**config.mk**
```make
export PLATFORM = sky130hd
export DESIGN_NAME = fhct_ram
export DESIGN_NICKNAME = d
export VERILOG_FILES = /design/src/design/flow_hit_counter_table_macros.svh /design/src/design/fhct_ram.sv
export SDC_FILE = /design/constraint.sdc
export NUM_CORES = 1
export LEC_CHECK = 0
export ABC_AREA = 0
export BUFFER_PORTS_ARGS = -buffer_cell sky130_fd_sc_hd__buf_2
export CORE_UTILIZATION = 56
export CTS_BUF_LIST = sky130_fd_sc_hd__clkbuf_16
export DETAILED_ROUTE_END_ITERATION = 8
export PLACE_DENSITY = 0.76
export SYNTH_ARGS = -nofsm -noshare
export SYNTH_HDL_FRONTEND = slang
export SYNTH_SLANG_ARGS = --single-unit
```
**constraint.sdc**
```tcl
create_clock -name aclk -period 1.85 [get_ports aclk]
set_input_delay 0.2775 -clock aclk [delete_from_list [all_inputs] [get_ports aclk]]
set_output_delay 0.2775 -clock aclk [all_outputs]
set_load 0.02 [all_outputs]
```
**src/design/flow_hit_counter_table_macros.svh**
```systemverilog
// Assertion macros shared by the flow hit counter table RTL.
`ifndef FLOW_HIT_COUNTER_TABLE_MACROS_SVH
`define FLOW_HIT_COUNTER_TABLE_MACROS_SVH

`ifndef NO_ASSERTIONS

// Implication checked on every rising edge outside reset.
`define FHCT_ASSERT_IMPL(label, clk, rstn, ante, cons, msg) \
    label: assert property (@(posedge clk) disable iff (!rstn) (ante) |-> (cons)) \
        else $error(msg);

// Condition that must never hold outside reset.
`define FHCT_ASSERT_NEVER(label, clk, rstn, cond, msg) \
    label: assert property (@(posedge clk) disable iff (!rstn) !(cond)) \
        else $error(msg);

`else

`define FHCT_ASSERT_IMPL(label, clk, rstn, ante, cons, msg)
`define FHCT_ASSERT_NEVER(label, clk, rstn, cond, msg)

`endif

`endif

```
**src/design/fhct_ram.sv**
```systemverilog
// Generic single-write, single-read RAM with registered read data.
module fhct_ram #(
    parameter int WIDTH = 8,
    parameter int DEPTH = 64
) (
    input  logic                     aclk,
    input  logic                     we,
    input  logic [$clog2(DEPTH)-1:0] waddr,
    input  logic [WIDTH-1:0]         wdata,
    input  logic [$clog2(DEPTH)-1:0] raddr,
    output logic [WIDTH-1:0]         rdata
);

    logic [WIDTH-1:0] mem [DEPTH];
    logic [WIDTH-1:0] rdata_reg;

    always_ff @(posedge aclk) begin
        if (we) begin
            mem[waddr] <= wdata;
        end
        rdata_reg <= mem[raddr];
    end

    assign rdata = rdata_reg;

endmodule

```
==> results of run 1 <==
per-layer routing:
metal,wire (um),global-route usage (%),vias up
li1,-,-,4332
met1,17520,34.67,5323
met2,22870,40.97,548
met3,3785,4.769,121
met4,1715,10.23,0
met5,0,0,-
cell families (layout without fill, tap and decap cells):
group / count (synthesis) / count (layout) / share of synthesized area (%)
buffers and inverters: 51 / 288 / 1.570
muxes: 162 / 162 / 15.94
AOI/OAI and AO/OA: 54 / 54 / 2.072
other: 0 / 2 / 0
and+or+nand+nor: 153 / 153 / 3.387
DFF: 520 / 520 / 77.03
cell type report:
class	count	area, um^2	share of cell area, %
clock inverter	39	329.1	1.386
clock buffer	51	1276	5.375
sequential	520	15530	65.43
multi-input combinational	369	4477	18.86
tap	461	576.8	2.429
timing repair buffer	198	1544	6.503
antenna	2	5.005	0.02108
power groups by stage:
stage	clock [uW]	sequential [uW]	combinational, uW
global placement	0	13300	1320
detailed placement	0	13300	1350
global route	10500	13100	1500
floorplan	0	13300	701
CTS	10100	13100	1400
finish	9980	13100	1430
repair_timing:
action	CTS	global route
setup buffers	0	0
gates resized for setup	20	10
endpoints found under the setup margin	7	8
pin swaps	4	2
synth_stat cells:
| library cell | number | area, um^2 |
|---|---|---|
| sky130_fd_sc_hd__mux4_2 | 126 | 2838 |
| sky130_fd_sc_hd__buf_12 | 2 | 40.04 |
| sky130_fd_sc_hd__nor2_1 | 83 | 311.6 |
| sky130_fd_sc_hd__a31oi_1 | 1 | 6.260 |
| sky130_fd_sc_hd__and2_1 | 1 | 6.260 |
| sky130_fd_sc_hd__o2bb2ai_1 | 3 | 26.28 |
| sky130_fd_sc_hd__o21a_1 | 2 | 15.01 |
| sky130_fd_sc_hd__nand3_1 | 13 | 65.06 |
| sky130_fd_sc_hd__o2111ai_1 | 3 | 26.28 |
| sky130_fd_sc_hd__or3_1 | 1 | 6.260 |
| sky130_fd_sc_hd__clkbuf_1 | 17 | 63.81 |
| sky130_fd_sc_hd__o221a_2 | 2 | 22.52 |
| sky130_fd_sc_hd__a221oi_1 | 6 | 52.55 |
| sky130_fd_sc_hd__a211oi_1 | 4 | 30.03 |
| sky130_fd_sc_hd__a2111oi_0 | 2 | 17.52 |
| sky130_fd_sc_hd__nor2b_1 | 14 | 87.58 |
| sky130_fd_sc_hd__nand3b_1 | 3 | 22.52 |
| sky130_fd_sc_hd__o21ai_0 | 2 | 10.01 |
| sky130_fd_sc_hd__mux2i_1 | 23 | 230.2 |
| sky130_fd_sc_hd__o41ai_1 | 2 | 17.52 |
| sky130_fd_sc_hd__nand4b_1 | 1 | 8.760 |
| sky130_fd_sc_hd__buf_2 | 11 | 55.05 |
| sky130_fd_sc_hd__mux2_2 | 13 | 146.4 |
| sky130_fd_sc_hd__nor4_1 | 2 | 12.51 |
| sky130_fd_sc_hd__buf_1 | 4 | 15.01 |
| sky130_fd_sc_hd__o21ai_1 | 2 | 10.01 |
| sky130_fd_sc_hd__buf_4 | 13 | 97.59 |
| sky130_fd_sc_hd__o32ai_1 | 2 | 17.52 |
| sky130_fd_sc_hd__a21oi_1 | 3 | 15.01 |
| sky130_fd_sc_hd__edfxtp_1 | 512 | 15370 |
| sky130_fd_sc_hd__nand2b_1 | 7 | 43.79 |
| sky130_fd_sc_hd__dfxtp_1 | 8 | 160.2 |
| sky130_fd_sc_hd__nor3_1 | 7 | 35.03 |
| sky130_fd_sc_hd__nand4_1 | 2 | 12.51 |
| sky130_fd_sc_hd__o311ai_1 | 1 | 8.760 |
| sky130_fd_sc_hd__buf_6 | 4 | 45.04 |
| sky130_fd_sc_hd__o221ai_1 | 8 | 70.07 |
| sky130_fd_sc_hd__nand2_1 | 19 | 71.32 |
| sky130_fd_sc_hd__o22ai_1 | 8 | 50.05 |
| sky130_fd_sc_hd__a22oi_1 | 3 | 22.52 |
worst min-delay path by stage:
stage              from          to  slack [ps]  depth (start not counted)
6_report       wdata[0]  mem[61][0]         140                          1
5_1_grt        wdata[0]  mem[62][0]         140                          1
4_1_cts        wdata[0]  mem[56][0]         140                          1
3_5_place_dp   wdata[0]  mem[61][0]         720                          1
3_3_place_gp   wdata[0]  mem[63][0]         710                          1
2_1_floorplan  wdata[0]   mem[0][0]         380                          0
metrics by stage:
stage	util, %	TNS [ps]	cell area (um^2)	setup WS [ps]
final	66.91	-162.4	23740	-79.91
after global routing	66.91	-318.5	23740	-99.66
after CTS	66.73	-79.78	23680	-36.97
after detailed placement	61.91	-4009	21970	-651.4
after global placement	61.91	-3577	21970	-569.6
after floorplan	-	0	20190	2.185
==> results.sh, run 1 <==
export IMPL_hold_buffers=0
export IMPL_startpoint_type="register"
export IMPL_final_cells=1640
export IMPL_holdCritPathClass="input pin to register"
export IMPL_grt_pass1_wl_um=66050
export IMPL_timing_critical_path_slowest_stage_cell="sky130_fd_sc_hd__mux4_2"
export IMPL_mappedNetlistNets=962
export IMPL_clkPwrFrac_pct=40.7
export IMPL_ff2ff_setup_slack_ps=-80
export IMPL_dieArea_um2=36780
export IMPL_core_area_um2=35480
export IMPL_rsz_0062_raised_after_global_routing="true"
export IMPL_grt_max_degree=65
export IMPL_gr_total_overflow=0
export IMPL_timing_critical_path_buf_inv=0
export IMPL_timing_max_cap_violations=0
export IMPL_timing_final_ws_setup_ps=-79.91
export IMPL_path_class="register to register"
export IMPL_endpoint="rdata[4]"
export IMPL_route_detailed_wl_per_inst_um=27.98
export IMPL_hold_ws_ps=144.5
export IMPL_critical_path_reg2reg_startpoint="mem[24][4]"
export IMPL_worst_ep_required_time_ps=2270
export IMPL_worst_path_stages=5
export IMPL_timing_rr_end="rdata[4]"
export IMPL_placement_io_buffers=29
export IMPL_grt_use_total_pct=25.44
export IMPL_num_vias=10320
export IMPL_clock_buffer_count_from_cts=49
export IMPL_ys_types=40
export IMPL_grt_antenna_before_repair=2
export IMPL_crit_path_cell_trace="mux4_2 > mux2_4 > o221a_4 > nor3_4 > o32ai_1"
export IMPL_endpoints_failing_hold=0
export IMPL_power_combinational_fraction_pct=5.8
export IMPL_drt_vias_per_instance=6.295
export IMPL_post_synth_inst_count=940
export IMPL_floorplan_initialDensity_pct=56.84
export IMPL_htree_levels=2
export IMPL_io_pins=30
export IMPL_numClockSinks=520
export IMPL_synth_ff_latch_count=520
export IMPL_violations_in_the_final_reports="negative setup slack"
export IMPL_fillers=2125
export IMPL_outcome="finished, violations left"
export IMPL_startpoint="mem[24][4]"
export IMPL_cp_max_fo=1
export IMPL_ir_worst_vdd_mv=0.7263
export IMPL_syn_to_final_growth_pct=17.73
export IMPL_leakage_uw=0.007824
export IMPL_timing_final_max_slew_violations=0
export IMPL_path_delay_family="multiplexers"
export IMPL_crit_path_end_kind="register"
export IMPL_clk_transition_reported_paths_ps=70
export IMPL_final_common_cell="sky130_fd_sc_hd__edfxtp_1"
export IMPL_final_setup_viol_count=4
export IMPL_drt_pre_antenna_iters=6
export IMPL_internal_power_uw=19450
export IMPL_placed_cells_incl_taps=1548
export IMPL_cts_max_path_buffers=3
export IMPL_drt_total_wl_um=45890
export IMPL_powerDensity_nw_per_um2=1032
export IMPL_share_seq_of_total_power_pct=53.4
export IMPL_final_layout_size_suffix_gt1_share_pct=35.68
export IMPL_tritoncts="yes"
export IMPL_period_share_pct=104.3
export IMPL_largest_register_ffs=512
export IMPL_timing_critical_path_arrival_ps=2350
export IMPL_core_rowCount=69
export IMPL_first_drt_iteration_drcs=1171
export IMPL_post_dp_hpwl_um=28340
export IMPL_worstMarginPinSlew_ps=1249
export IMPL_ant_nets=0
export IMPL_fmax_mhz=518.2
export IMPL_synth_warnings=0
export IMPL_synth_cell_area_um2=20170
export IMPL_grt_pass1_vias=10310
export IMPL_totalPowerFinal_uw=24500
export IMPL_net_switching_power_uw=5047
export IMPL_avgSynthCellArea_um2=21.45
export IMPL_nets=1160
export IMPL_relSlewSlack_pct=16.73
export IMPL_globalplace_congestion=0.8809
export IMPL_synth_seq_area_share_pct=77.03
export IMPL_die_height_um=191.8
export IMPL_final_setup_skew_ps=19.60
export IMPL_ctsRootBufferMaster="sky130_fd_sc_hd__clkbuf_16"
export IMPL_p_sw_share_pct=20.61
export IMPL_r2r_worst_path_cells=5
export IMPL_drt_drc_violations_left=0
export IMPL_most_frequent_cells_in_the_layout="512 x sky130_fd_sc_hd__edfxtp_1, 161 x sky130_fd_sc_hd__buf_4, 126 x sky130_fd_sc_hd__mux4_2"
export IMPL_final_min_clock_period_ps=1930
export IMPL_cpPeakStageDelay_ps=480
export IMPL_insertion_delay_to_the_later_sink_of_the_worst_skew_pair_ps=560
export IMPL_die_w_um=191.8
No activity file was read; power rests on OpenSTA's default activity.
==> run 2: changes to the inputs <==
Settings changed: ABC_AREA 0 to 1, CORE_UTILIZATION 56 to 57, PLACE_DENSITY 0.76 to 0.77.
==> run 2 against run 1 <==
  * Worst setup slack improved by 440 ps
  * The flow now finishes without violations
  * Clock power shrank 4.0%
  * Largest cell class unchanged
  * Register-to-register slack improved by 540 ps
  * First-iteration DRC count increased by 60%
  * Clock skew up 1.2 ps
  * Largest power group unchanged
==> results.sh, run 2 <==
export IMPL_outcome="complete, no violations"
export IMPL_sequential_cell_area_um2=15530
export IMPL_path_class="register to primary output"
export IMPL_timing_final_ws_setup_ps=362.8
export IMPL_grt_use_total_pct=27.81
export IMPL_synth_cell_area_um2=21340
export IMPL_timing_critical_path_arrival_ps=1210
export IMPL_clock_buffer_count_from_cts=50
export IMPL_htree_levels=2
export IMPL_numClockSinks=520
export IMPL_holdCritPathClass="input pin to register"
export IMPL_largest_register_ffs=512
export IMPL_leakage_uw=0.008867
export IMPL_num_vias=14410
export IMPL_ys_types=16
export IMPL_period_share_pct=80.39
export IMPL_synth_area_leader_cell="sky130_fd_sc_hd__edfxtp_1"
export IMPL_timing_critical_path_slowest_stage_cell="sky130_fd_sc_hd__dfxtp_1"
export IMPL_drt_drc_violations_left=0
export IMPL_clk_transition_reported_paths_ps=60
export IMPL_ir_worst_vdd_mv=0.6762
export IMPL_ctsRootBufferMaster="sky130_fd_sc_hd__clkbuf_16"
export IMPL_mappedNetlistNets=1827
export IMPL_fillers=2529
export IMPL_holdCritStartpoint="raddr[5]"
export IMPL_first_drt_iteration_drcs=1868
export IMPL_startpoint="rdata[3]"
export IMPL_yosys_cell_count_top_type="sky130_fd_sc_hd__nand2_1"
export IMPL_timing_final_max_slew_violations=0
export IMPL_ys_flop_type="sky130_fd_sc_hd__edfxtp_1"
export IMPL_relSlewSlack_pct=45.76
export IMPL_io_pins=30
export IMPL_post_dp_cell_area_um2=22460
export IMPL_cpPeakStageDelay_ps=410
export IMPL_post_cts_resized=0
export IMPL_hold_buffers=0
export IMPL_syn_to_final_growth_pct=12.40
export IMPL_nets=1915
export IMPL_multi_input_comb_area_um2=4946
export IMPL_drt_pre_antenna_iters=8
export IMPL_grt_max_degree=65
export IMPL_synth_seq_area_share_pct=72.80
export IMPL_timing_critical_path_buf_inv=1
export IMPL_synth_warnings=0
export IMPL_tritoncts="yes"
export IMPL_post_synth_inst_count=1805
export IMPL_insertion_delay_to_the_later_sink_of_the_worst_skew_pair_ps=590
export IMPL_worstMarginPinSlew_ps=813.6
export IMPL_final_setup_viol_count=0
export IMPL_core_rowCount=70
export IMPL_placement_io_buffers=29
export IMPL_die_height_um=195.5
export IMPL_postLayoutCellArea_um2=23990
export IMPL_die_w_um=195.5
export IMPL_synth_ff_latch_count=520
export IMPL_final_setup_skew_ps=20.84
export IMPL_avgSynthCellArea_um2=11.82
export IMPL_fmax_mhz=672.4
export IMPL_critical_path_reg2reg_startpoint="mem[59][0]"
export IMPL_endpoints_failing_hold=0
export IMPL_startpoint_type="register"
export IMPL_crit_path_cell_trace="buf_2"
export IMPL_post_cts_setup_buffers=0
export IMPL_synthTopCellsByCount="648 x sky130_fd_sc_hd__nand2_1, 512 x sky130_fd_sc_hd__edfxtp_1, 439 x sky130_fd_sc_hd__nand3_1"
export IMPL_finalCoreUtilization_pct=65.36
export IMPL_worst_ep_required_time_ps=1570
export IMPL_route_detailed_wl_per_inst_um=21.62
export IMPL_grt_antenna_before_repair=1
export IMPL_powerDensity_nw_per_um2=1013
export IMPL_final_layout_size_suffix_gt1_share_pct=11.44
export IMPL_cp_max_fo=1
export IMPL_final_min_clock_period_ps=1487
export IMPL_ant_nets=0
export IMPL_dieArea_um2=38210
export IMPL_gr_total_overflow=0
export IMPL_core_area_um2=36700
export IMPL_post_dp_hpwl_um=29920
export IMPL_most_frequent_cells_in_the_layout="648 x sky130_fd_sc_hd__nand2_1, 512 x sky130_fd_sc_hd__edfxtp_1, 439 x sky130_fd_sc_hd__nand3_1"
export IMPL_synth_top_cell_area_share_pct=72.05
export IMPL_ys_async_sr_fraction_pct=0
export IMPL_crit_path_end_kind="primary output"
export IMPL_drt_total_wl_um=51880
export IMPL_most_area_consuming_cells_after_synthesis="sky130_fd_sc_hd__edfxtp_1 72%, sky130_fd_sc_hd__nand2_1 11%, sky130_fd_sc_hd__nand3_1 10%"
export IMPL_place_worst_setup_slack_ps=50.91
export IMPL_grt_pass1_vias=14240
export IMPL_floorplan_initialDensity_pct=58.15
export IMPL_path_delay_family="flip-flops"
export IMPL_grt_pass1_wl_um=79960
export IMPL_globalplace_congestion=0.8756
export IMPL_final_common_cell="sky130_fd_sc_hd__nand2_1"
export IMPL_timing_max_cap_violations=0
export IMPL_cts_max_path_buffers=3
export IMPL_synth_edf_count=512
export IMPL_drt_vias_per_instance=6.004
export IMPL_rsz_0062_raised_after_global_routing="false"
-- run 2: cell count changes after synthesis, sizes merged, moves of 7 or more --
cell / before / now
nor2: 83 / 56
nand4: 2 / 9
nor2b: 14 / 0
o221ai: 8 / 0
o22ai: 8 / 0
buf: 34 / 98
mux2: 13 / 0
mux2i: 23 / 0
nand2b: 7 / 0
inv: 0 / 12
nor3: 7 / 0
nand2: 19 / 648
nand3: 13 / 439
mux4: 126 / 0
-- run 2: kinds of logic after synthesis --
family / synth area share, %
buffers and inverters: 4.022
flip-flops: 72.80
AND/OR/NAND/NOR: 23.18
-- run 2: routing by layer --
layer  share of wire (%)  wire (um)  vias to the layer above  GRT usage [%]
met5                   0          0                        -              0
met4                 3.4       1768                        0          11.46
met3                  11       5491                      129          5.112
met2                  48      24690                      852          44.70
met1                  38      19930                     6904          37.70
li1                    -          -                     6524              -
-- run 2: where the power goes --
group / switching [uW] / internal (uW)
clock: 4260 / 5320
combinational: 1170 / 460
sequential: 40.0 / 13000
total: 5470 / 18800
-- run 2: final timing paths --
path / end / slack [ps] / cells past startpoint
worst min-delay path: rdata[3] / 100 / 3
worst min register to register: rdata[3] / 820 / 8
worst max register to register: rdata[0] / 460 / 8
worst max-delay path: rdata[3] / 360 / 1
-- run 2: area by class of cell --
type / count / share of cell area, %
tap: 468 / 2.441
multi-input combinational: 1160 / 20.62
timing repair buffer: 149 / 5.597
inverter: 12 / 0.2191
clock inverter: 40 / 1.127
clock buffer: 50 / 5.216
sequential: 520 / 64.77
antenna: 1 / 0.01043
-- run 2: per-stage QoR --
step	total power, uW	hold slack, ps	setup TNS (ps)	cells
after global placement	14880	700.8	0	2309
after global routing	24930	105.2	0	2400
after detailed placement	14910	695.8	0	2309
final	24290	98.39	0	2400
after CTS	24360	69.03	0	2399
after floorplan	14260	376.4	-12390	1805
-- run 2: worst reg2reg max path: cells and delay by family, from the launching register on --
family           cells  cell delay, ps
flip-flops           1             380
AND/OR/NAND/NOR      8             910
